===== config.mk =====
export PLATFORM = sky130hd
export DESIGN_NAME = hsr_prp_supervision_parser
export DESIGN_NICKNAME = d
export VERILOG_FILES = /design/src/sv/hpsp_pkg.sv /design/src/sv/hpsp_decode.sv /design/src/sv/hsr_prp_supervision_parser.sv
export SDC_FILE = /design/constraint.sdc
export NUM_CORES = 1
export LEC_CHECK = 0
export ABC_AREA = 0
export BUFFER_PORTS_ARGS = -buffer_cell sky130_fd_sc_hd__buf_2
export CORE_UTILIZATION = 35
export DETAILED_ROUTE_END_ITERATION = 8
export PLACE_DENSITY_LB_ADDON = 0.05
export REMOVE_ABC_BUFFERS = 1
export SETUP_SLACK_MARGIN = 0.2
export SLEW_MARGIN = 20
export SYNTH_ARGS = -nofsm -noshare
export SYNTH_HDL_FRONTEND = slang
export SYNTH_SLANG_ARGS = --single-unit

===== constraint.sdc =====
create_clock -name i_clk -period 14.8 [get_ports i_clk]
set_input_delay 4.44 -clock i_clk [delete_from_list [all_inputs] [get_ports i_clk]]
set_output_delay 4.44 -clock i_clk [all_outputs]
set_load 0.01 [all_outputs]

===== src/sv/hpsp_pkg.sv =====
// ----------------------------------------------------------------------------
// hpsp_pkg
// Layout constants, status codes and shared types of the supervision parser.
// ----------------------------------------------------------------------------
`default_nettype none

package hpsp_pkg;

    localparam logic [4:0] MIN_FRAME_BYTES = 5'd22;
    localparam logic [4:0] LAYOUT_BYTES    = 5'd22;
    localparam logic [4:0] COUNT_MAX       = 5'd31;

    localparam logic [7:0] TLV_LEN_MAC     = 8'd6;
    localparam logic [7:0] TLV_VDAN        = 8'd20;
    localparam logic [7:0] TLV_DANP        = 8'd21;
    localparam logic [7:0] TLV_DANH        = 8'd23;
    localparam logic [7:0] TLV_REDBOX      = 8'd30;
    localparam logic [7:0] TLV_END         = 8'd0;

    localparam logic [1:0] KIND_VDAN       = 2'd0;
    localparam logic [1:0] KIND_DANP       = 2'd1;
    localparam logic [1:0] KIND_DANH       = 2'd2;

    localparam logic [2:0] ST_OK           = 3'd0;
    localparam logic [2:0] ST_TOO_SHORT    = 3'd1;
    localparam logic [2:0] ST_BAD_TLV1_LEN = 3'd2;
    localparam logic [2:0] ST_BAD_TLV1_TYP = 3'd3;
    localparam logic [2:0] ST_BAD_TLV2     = 3'd4;
    localparam logic [2:0] ST_BAD_CLOSE    = 3'd5;

    typedef struct packed {
        logic       valid;
        logic [7:0] data;
        logic       last;
    } t_step;

    typedef struct packed {
        logic [2:0]  status;
        logic [3:0]  path_id;
        logic [11:0] sup_version;
        logic [15:0] seq_number;
        logic [1:0]  node_kind;
        logic [47:0] node_mac;
        logic        redbox_present;
        logic [47:0] redbox_mac;
    } t_result;

endpackage

`default_nettype wire


===== src/sv/hpsp_decode.sv =====
// ----------------------------------------------------------------------------
// hpsp_decode
// Per-frame capture state and byte-position decode of the supervision layout.
// ----------------------------------------------------------------------------
`default_nettype none

module hpsp_decode
    import hpsp_pkg::*;
(
    input  wire logic    i_clk,
    input  wire logic    i_rst_n,
    input  wire t_step   i_step,
    output t_result      o_result
);

    logic [4:0]  r_count,    n_count;
    logic [15:0] r_header,   n_header;
    logic [15:0] r_seq,      n_seq;
    logic [7:0]  r_tlv_type, n_tlv_type;
    logic [1:0]  r_kind,     n_kind;
    logic [47:0] r_node_mac, n_node_mac;
    logic        r_rb_flag,  n_rb_flag;
    logic [47:0] r_rb_mac,   n_rb_mac;
    logic [2:0]  r_err,      n_err;
    logic        r_done,     n_done;

    always_comb begin
        n_count    = r_count;
        n_header   = r_header;
        n_seq      = r_seq;
        n_tlv_type = r_tlv_type;
        n_kind     = r_kind;
        n_node_mac = r_node_mac;
        n_rb_flag  = r_rb_flag;
        n_rb_mac   = r_rb_mac;
        n_err      = r_err;
        n_done     = r_done;
        o_result   = '0;

        if (i_step.valid) begin
            if (!r_done && r_count < LAYOUT_BYTES) begin
                case (r_count) inside
                    [5'd0:5'd1]: begin
                        n_header = {r_header[7:0], i_step.data};
                    end
                    [5'd2:5'd3]: begin
                        n_seq = {r_seq[7:0], i_step.data};
                    end
                    5'd4, 5'd12, 5'd20: begin
                        n_tlv_type = i_step.data;
                    end
                    5'd5: begin
                        // length is checked before type
                        if (i_step.data != TLV_LEN_MAC) begin
                            n_err  = ST_BAD_TLV1_LEN;
                            n_done = 1'b1;
                        end else if (r_tlv_type == TLV_VDAN) begin
                            n_kind = KIND_VDAN;
                        end else if (r_tlv_type == TLV_DANP) begin
                            n_kind = KIND_DANP;
                        end else if (r_tlv_type == TLV_DANH) begin
                            n_kind = KIND_DANH;
                        end else begin
                            n_err  = ST_BAD_TLV1_TYP;
                            n_done = 1'b1;
                        end
                    end
                    [5'd6:5'd11]: begin
                        n_node_mac = {r_node_mac[39:0], i_step.data};
                    end
                    5'd13: begin
                        // end TLV here closes the frame without a RedBox entry
                        if (r_tlv_type == TLV_END && i_step.data == TLV_END) begin
                            n_done = 1'b1;
                        end else if (i_step.data != TLV_LEN_MAC || r_tlv_type != TLV_REDBOX) begin
                            n_err  = ST_BAD_TLV2;
                            n_done = 1'b1;
                        end else begin
                            n_rb_flag = 1'b1;
                        end
                    end
                    [5'd14:5'd19]: begin
                        n_rb_mac = {r_rb_mac[39:0], i_step.data};
                    end
                    5'd21: begin
                        if (r_tlv_type == TLV_END && i_step.data == TLV_END) begin
                            n_done = 1'b1;
                        end else begin
                            n_err  = ST_BAD_CLOSE;
                            n_done = 1'b1;
                        end
                    end
                    default: begin
                    end
                endcase
            end

            if (r_count != COUNT_MAX) begin
                n_count = r_count + 5'd1;
            end

            if (i_step.last) begin
                if (n_count < MIN_FRAME_BYTES) begin
                    o_result.status = ST_TOO_SHORT;
                end else begin
                    o_result.status         = n_err;
                    o_result.path_id        = n_header[15:12];
                    o_result.sup_version    = n_header[11:0];
                    o_result.seq_number     = n_seq;
                    o_result.node_kind      = n_kind;
                    o_result.node_mac       = n_node_mac;
                    o_result.redbox_present = n_rb_flag;
                    o_result.redbox_mac     = n_rb_mac;
                end
                // drop all frame state for the next frame
                n_count    = '0;
                n_header   = '0;
                n_seq      = '0;
                n_tlv_type = '0;
                n_kind     = '0;
                n_node_mac = '0;
                n_rb_flag  = 1'b0;
                n_rb_mac   = '0;
                n_err      = ST_OK;
                n_done     = 1'b0;
            end
        end
    end

    always_ff @(posedge i_clk) begin
        if (!i_rst_n) begin
            r_count    <= '0;
            r_header   <= '0;
            r_seq      <= '0;
            r_tlv_type <= '0;
            r_kind     <= '0;
            r_node_mac <= '0;
            r_rb_flag  <= 1'b0;
            r_rb_mac   <= '0;
            r_err      <= ST_OK;
            r_done     <= 1'b0;
        end else begin
            r_count    <= n_count;
            r_header   <= n_header;
            r_seq      <= n_seq;
            r_tlv_type <= n_tlv_type;
            r_kind     <= n_kind;
            r_node_mac <= n_node_mac;
            r_rb_flag  <= n_rb_flag;
            r_rb_mac   <= n_rb_mac;
            r_err      <= n_err;
            r_done     <= n_done;
        end
    end

endmodule

`default_nettype wire


===== src/sv/hsr_prp_supervision_parser.sv =====
// ----------------------------------------------------------------------------
// hsr_prp_supervision_parser
// Byte-serial parser of HSR/PRP supervision payloads, one status word per frame.
//
//   channel | direction | handshake          | word
//   --------+-----------+--------------------+----------------------------------
//   input   | in        | i_valid / o_stall  | i_data_byte, i_frame_end
//   result  | out       | o_valid / i_stall  | o_status .. o_redbox_mac
//
// One byte per cycle while o_stall is low. A byte is held in the input register,
// then is decoded into the capture state; the frame's result is registered in the
// output register as its last byte leaves the input register.
// Reset is synchronous, active low, and clears all capture state and valids.
// o_stall rises only when a last byte waits in the input register while the
// output register still holds an untaken result.
// ----------------------------------------------------------------------------
`default_nettype none

module hsr_prp_supervision_parser
    import hpsp_pkg::*;
(
    input  wire logic        i_clk,
    input  wire logic        i_rst_n,
    input  wire logic        i_valid,
    output logic             o_stall,
    input  wire logic [7:0]  i_data_byte,
    input  wire logic        i_frame_end,
    output logic             o_valid,
    input  wire logic        i_stall,
    output logic [2:0]       o_status,
    output logic [3:0]       o_path_id,
    output logic [11:0]      o_sup_version,
    output logic [15:0]      o_seq_number,
    output logic [1:0]       o_node_kind,
    output logic [47:0]      o_node_mac,
    output logic             o_redbox_present,
    output logic [47:0]      o_redbox_mac
);

    logic       r_in_valid;
    logic [7:0] r_in_data;
    logic       r_in_last;
    logic       r_out_valid;
    t_result    r_out;
    t_result    w_result;
    t_step      w_step;
    logic       w_block;
    logic       w_fire;

    // hold a last byte until the output register can take its result
    assign w_block = r_in_valid && r_in_last && r_out_valid && i_stall;
    assign w_fire  = r_in_valid && !w_block;
    assign o_stall = w_block;

    assign w_step.valid = w_fire;
    assign w_step.data  = r_in_data;
    assign w_step.last  = r_in_last;

    hpsp_decode u_decode (
        .i_clk    (i_clk),
        .i_rst_n  (i_rst_n),
        .i_step   (w_step),
        .o_result (w_result)
    );

    always_ff @(posedge i_clk) begin
        if (!i_rst_n) begin
            r_in_valid <= 1'b0;
        end else if (!w_block) begin
            r_in_valid <= i_valid;
        end
    end

    always_ff @(posedge i_clk) begin
        if (!w_block) begin
            r_in_data <= i_data_byte;
            r_in_last <= i_frame_end;
        end
    end

    always_ff @(posedge i_clk) begin
        if (!i_rst_n) begin
            r_out_valid <= 1'b0;
        end else if (w_fire && r_in_last) begin
            r_out_valid <= 1'b1;
        end else if (!i_stall) begin
            r_out_valid <= 1'b0;
        end
    end

    always_ff @(posedge i_clk) begin
        if (w_fire && r_in_last) begin
            r_out <= w_result;
        end
    end

    assign o_valid          = r_out_valid;
    assign o_status         = r_out.status;
    assign o_path_id        = r_out.path_id;
    assign o_sup_version    = r_out.sup_version;
    assign o_seq_number     = r_out.seq_number;
    assign o_node_kind      = r_out.node_kind;
    assign o_node_mac       = r_out.node_mac;
    assign o_redbox_present = r_out.redbox_present;
    assign o_redbox_mac     = r_out.redbox_mac;

endmodule

`default_nettype wire


==> results of run 1 <==
metrics by stage:
stage / power [uW] / cell area, um^2 / hold slack (ns) / utilization
6_report: 1745 / 14000 / 0.4633 / 0.4166
4_1_cts: 1765 / 14000 / 0.4686 / 0.4166
5_1_grt: 1800 / 14000 / 0.4866 / 0.4166
2_1_floorplan: 922.3 / 11520 / 0.4261 / -
3_5_place_dp: 959.5 / 12940 / 0.4521 / 0.3850
3_3_place_gp: 959.1 / 12940 / 0.4453 / 0.3848
layer usage:
layer  part of all wire  up-vias  track usage
met5                  0        -            0
met4              0.021        0      0.05044
met3              0.045       44      0.02852
met2               0.44      230       0.2695
met1               0.49     4228       0.2615
li1                   -     4293            -
sequential cells by signal (all words and copies together) (netlist names), 4 cells and up:
name                 cells
o_seq_number            16
r_in_data                8
u_decode.r_tlv_type      8
o_node_mac              48
o_path_id                4
u_decode.r_node_mac     48
o_redbox_mac            48
u_decode.r_rb_mac       48
u_decode.r_header       16
u_decode.r_seq          16
o_sup_version           12
u_decode.r_count         5
power breakdown:
part	internal, uW	switching (uW)	total, uW
clock	480	324	804
sequential	863	12.5	876
combinational	19.3	45.5	64.8
total	1360	382	1740
logic make-up after synthesis:
| kind of cell | count (synthesis) |
|---|---|
| flops | 293 |
| fa+ha+maj | 4 |
| buf+inv | 93 |
| simple gates | 412 |
| mux | 8 |
| compound gates | 318 |
| xor+xnor | 2 |
final timing paths:
| path | from | to | cells past startpoint |
|---|---|---|---|
| hold / removal | u_decode.r_err[2] | u_decode.r_err[2] | 1 |
| setup / recovery | i_stall | o_stall | 4 |
| hold reg to reg | u_decode.r_err[2] | u_decode.r_err[2] | 1 |
| setup reg to reg | u_decode.r_count[1] | u_decode.r_rb_mac[18] | 7 |
layout by cell type (no fill, tap or decap), types with 30 or more instances in the layout:
cell type and count:
a21oi_1 128, a22o_1 89, a22oi_1 40, buf_2 148, clkbuf_16 36, dfxtp_1 150, edfxtp_1 143, nand2_1 262
nor2_1 30, nor2b_1 52
cell type report:
type,instances,area [um^2]
Clock buffer,53,994.7
Clock inverter,8,65.06
Fill cell,3306,19610
Inverter,9,38.79
Multi-Input combinational cell,744,4239
Sequential cell,293,7297
Tap cell,448,560.5
Timing Repair Buffer,157,808.3
==> metrics, run 1 <==
slew margin rel. 0.3074; global-route usage over all layers 0.1781; unrepaired setup endpoints after global routing false; Post-synth top cells 264 x nand2_1, 150 x dfxtp_1, 143 x edfxtp_1; Power per Cell Area about 120 mW/mm^2; most frequent CP cell buf_2; drt total wl 31690 um; TritonCTS Sinks 293; slowest stage delay, CP around 0.42 ns; Post-synth EDFFs around 140; Worst setup SP type primary input; mux cell area share after synthesis 0.006683; Synth Area in Adders 0.004177; CP max-delay cell nand4_1; Synth Area in Compound Gates 0.1833; period utilization 0.6591; layout cell share with drive strength beyond 1 0.1796; post-DP HPWL 18160 um; I/O pin cnt 149; Worst Path Required 10.36 ns; clk slew on worst S/H paths 0.05 ns; CP bufs+invs 3; syn_area_per_cell 10.60 um^2; Initial DRT Pass Iterations 5; Final ANT Viol Nets 0; total congestion overflow 0; Crit. End Element output pin; Syn Std Cell Area 0.01198 mm^2; nets 1256; post-synthesis xor/xnor area fraction 0.001462; critical path, cell by cell buf_2 > nand4_1 > inv_1 > buf_2; vias in the first global route 8416; worst vdd ir 75.24 uV; setup_tns 0 ns; CP max FO 10; P&R area growth vs syn 16.86%; Die X 187.0 um; ranking of synthesized cells by area edfxtp_1 36%, dfxtp_1 25%, nand2_1 8.3%; most common cell in the netlist nand2_1; first-pass GRT wire length 49480 um; WS Path Type in2out; Final Critical Period 9.754 ns; placed cells about 1700; TritonCTS clock tree built; top_reg_cell synth dfxtp_1; Avg Vias per Cell 5.137; Fin Clk Skew 0.01667 ns; final worst setup slack 5.046 ns; Max Fclk 102.5 MHz; status finished clean; I/O Buffers approximately 150; wire per inst 18.51 um; Slew @ Worst Pin 1.035 ns; ant diodes 0; CTS Hold Bufs 0; Core Region 0.03362 mm^2; max_cap viols 0; Die Area 0.03498 mm^2; CTS Buffer Depth 3; Place WS 5.039 ns; Syn Inst Count 1130; HP Class reg2reg; Final setup viols 0; worst skew pair latency 0.51 ns; initial antenna violation count 0; num rows 67; largest net degree at the start of global routing 85; largest family of logic cells by synthesized area compound AO/OA/AOI/OAI gates; Synth cell types 62; synthesis warning total 0; Final Max Slew Viols 0; fin cells around 1700; register-to-register setup slack 11.00 ns; GPL Wtd Cong 0.7976; number of post-CTS setup repair buffers 0; post-synthesis simple-gate area fraction 0.1540; cts repair resizes 0; DRC 0; Die Y 187.0 um; register bit total from synthesis 293; largest area contributor in the netlist edfxtp_1; Starting Density 0.3565; Critical Path AT 5.31 ns; leakage power between 0.004 and 0.005 uW; top-area cell type share of the netlist area 0.3584; detailed-route via count approximately 8800; DR iter-0 viols 713; Root Buffer clkbuf_16; Async S/R FF share, synth 0; Seq/Total Area, Yosys 0.6090; critical path's top delay family buffers and inverters; Final Hold Fails 0; H-tree depth 2; TritonCTS Buffers 34
Power figures use the tool's default switching activity.
==> run 2, diff against run 1 <==
==> constraint.sdc (replaced) <==
create_clock -name i_clk -period 9.6 [get_ports i_clk]
set_input_delay 2.88 -clock i_clk [delete_from_list [all_inputs] [get_ports i_clk]]
set_output_delay 2.88 -clock i_clk [all_outputs]
set_load 0.01 [all_outputs]
==> run 2 against run 1 <==
Die area unchanged. Count of clock-buffer cells in the layout is 4 lower. Largest power group unchanged. Highest routed layer unchanged. Combinational power increased by 52%. Largest cell class unchanged. Design area rose by 0.31%. Worst setup slack worse by 2.1 ns. Clock skew decreased by 0.0034 ns. First-iteration DRC count up 12%. Sequential share of layout area down 0.16 points. Non-clock buffer count shrank 1. Core utilization grew 0.13 points. Critical path type unchanged. Final cell count is essentially flat.
==> metrics, run 2 (synthesis results as in run 1) <==
commonest non-fill, non-tap cell in the layout nand2_1; total congestion overflow 0; wire per inst 18.35 um; Final ANT Viol Nets 0; leakage power 0.004422 uW; Die Y 187.0 um; TritonCTS Buffers 34; Pint 2132 uW; TritonCTS clock tree built; Root Buffer clkbuf_16; vias in the first global route ~8300; Final Instance Area 0.01405 mm^2; cts repair resizes 0; Final Max Slew Viols 0; Avg Vias per Cell 5.126; num rows 67; Fin Clk Skew 0.01330 ns; GPL Wtd Cong 0.7851; clock network power share 0.470; DR iter-0 viols 797; initial antenna violation count 1; Starting Density 0.3565; number of post-CTS setup repair buffers 0; P&R area growth vs syn 17.23%; Die Area 0.03498 mm^2; unrepaired setup endpoints after global routing false; detailed-route via count 8771; I/O Buffers 148; TritonCTS Sinks 293; DRC 0; Die X 187.0 um; worst vdd ir 119.1 uV; Slew @ Worst Pin 1.045 ns; CP max FO 10; cell area after placement about 0.013 mm^2; sequential share of power 0.494; period utilization 0.6939; Final Hold Fails 0; Comb power frac 0.036; clk slew on worst S/H paths 0.06 ns; WS Path Type in2out; ant diodes 0; post-DP HPWL ~18000 um; nets 1255; Max Fclk 150.1 MHz; CTS Buffer Depth 3; I/O pin cnt 149; largest net degree at the start of global routing 85; Core Region 0.03362 mm^2; layout cell share with drive strength beyond 1 0.1845; Worst Path Required 6.72 ns; Worst setup SP type primary input; worst skew pair latency 0.50 ns; Final setup viols 0; global-route usage over all layers 0.1771; Initial DRT Pass Iterations 5; status finished clean; switching share of power 0.2193; Critical Path AT 3.78 ns; first-pass GRT wire length ~50000 um; HP Class reg2reg; Power per Cell Area slightly below 200 mW/mm^2; setup_tns 0 ns; most frequent cells in the layout 262 x nand2_1, 150 x dfxtp_1, 148 x buf_2; max_cap viols 0; Final Critical Period approximately 6.7 ns; CTS Hold Bufs 0; slew margin rel. 0.3009; Crit. End Element output pin; H-tree depth 2; drt total wl between 30000 and 40000 um; Switch Pwr around 600 uW
-- run 2: cell type report --
| class | count | area (um^2) |
|---|---|---|
| multi-input combinational | 744 | 4239 |
| clock inverter | 12 | 122.6 |
| sequential | 293 | 7297 |
| timing repair buffer | 156 | 800.8 |
| tap | 448 | 560.5 |
| fill | 3302 | 19570 |
| clock buffer | 49 | 988.4 |
| inverter | 9 | 38.79 |
-- run 2: metal layers --
metal | vias to the layer above | GRT usage | share of wire
met5 | - | 0 | 0
met4 | 0 | 0.03941 | 0.014
met3 | 37 | 0.02702 | 0.041
met2 | 201 | 0.2718 | 0.45
met1 | 4237 | 0.2618 | 0.50
li1 | 4296 | - | -
-- run 2: stage by stage --
stage / std cells / worst slack (ns) / util / hold slack [ns] / total power (uW)
after floorplan: 1046 / 0.1031 / - / 0.4261 / 1421
after global placement: 1650 / 2.993 / 0.3846 / 0.4427 / 1476
after detailed placement: 1650 / 2.957 / 0.3848 / 0.4447 / 1477
after CTS: 1711 / 2.953 / 0.4179 / 0.4664 / 2764
after global routing: 1711 / 2.788 / 0.4179 / 0.4897 / 2822
final: 1711 / 2.938 / 0.4179 / 0.4671 / 2730
-- run 2: final timing paths --
check / to / cells after the start / from / slack (ns)
max: o_stall / 4 / i_stall / 2.94
max reg2reg: u_decode.r_rb_mac[18] / 7 / u_decode.r_count[1] / 5.88
min reg2reg: u_decode.r_err[2] / 1 / u_decode.r_err[2] / 0.47
min: u_decode.r_err[2] / 1 / u_decode.r_err[2] / 0.47
-- run 2: critical path: stages --
cell	delay, ns
buf_2	0.10
nand4_1	0.44
inv_1	0.20
buf_2	0.15
-- run 2: power by group through the flow --
stage,Sequential (uW),Combinational [uW],Clock [uW]
final,1350,98.6,1280
after global routing,1350,107,1360
after CTS,1350,101,1310
after detailed placement,1380,101,0
after global placement,1380,100,0
after floorplan,1380,39.8,0
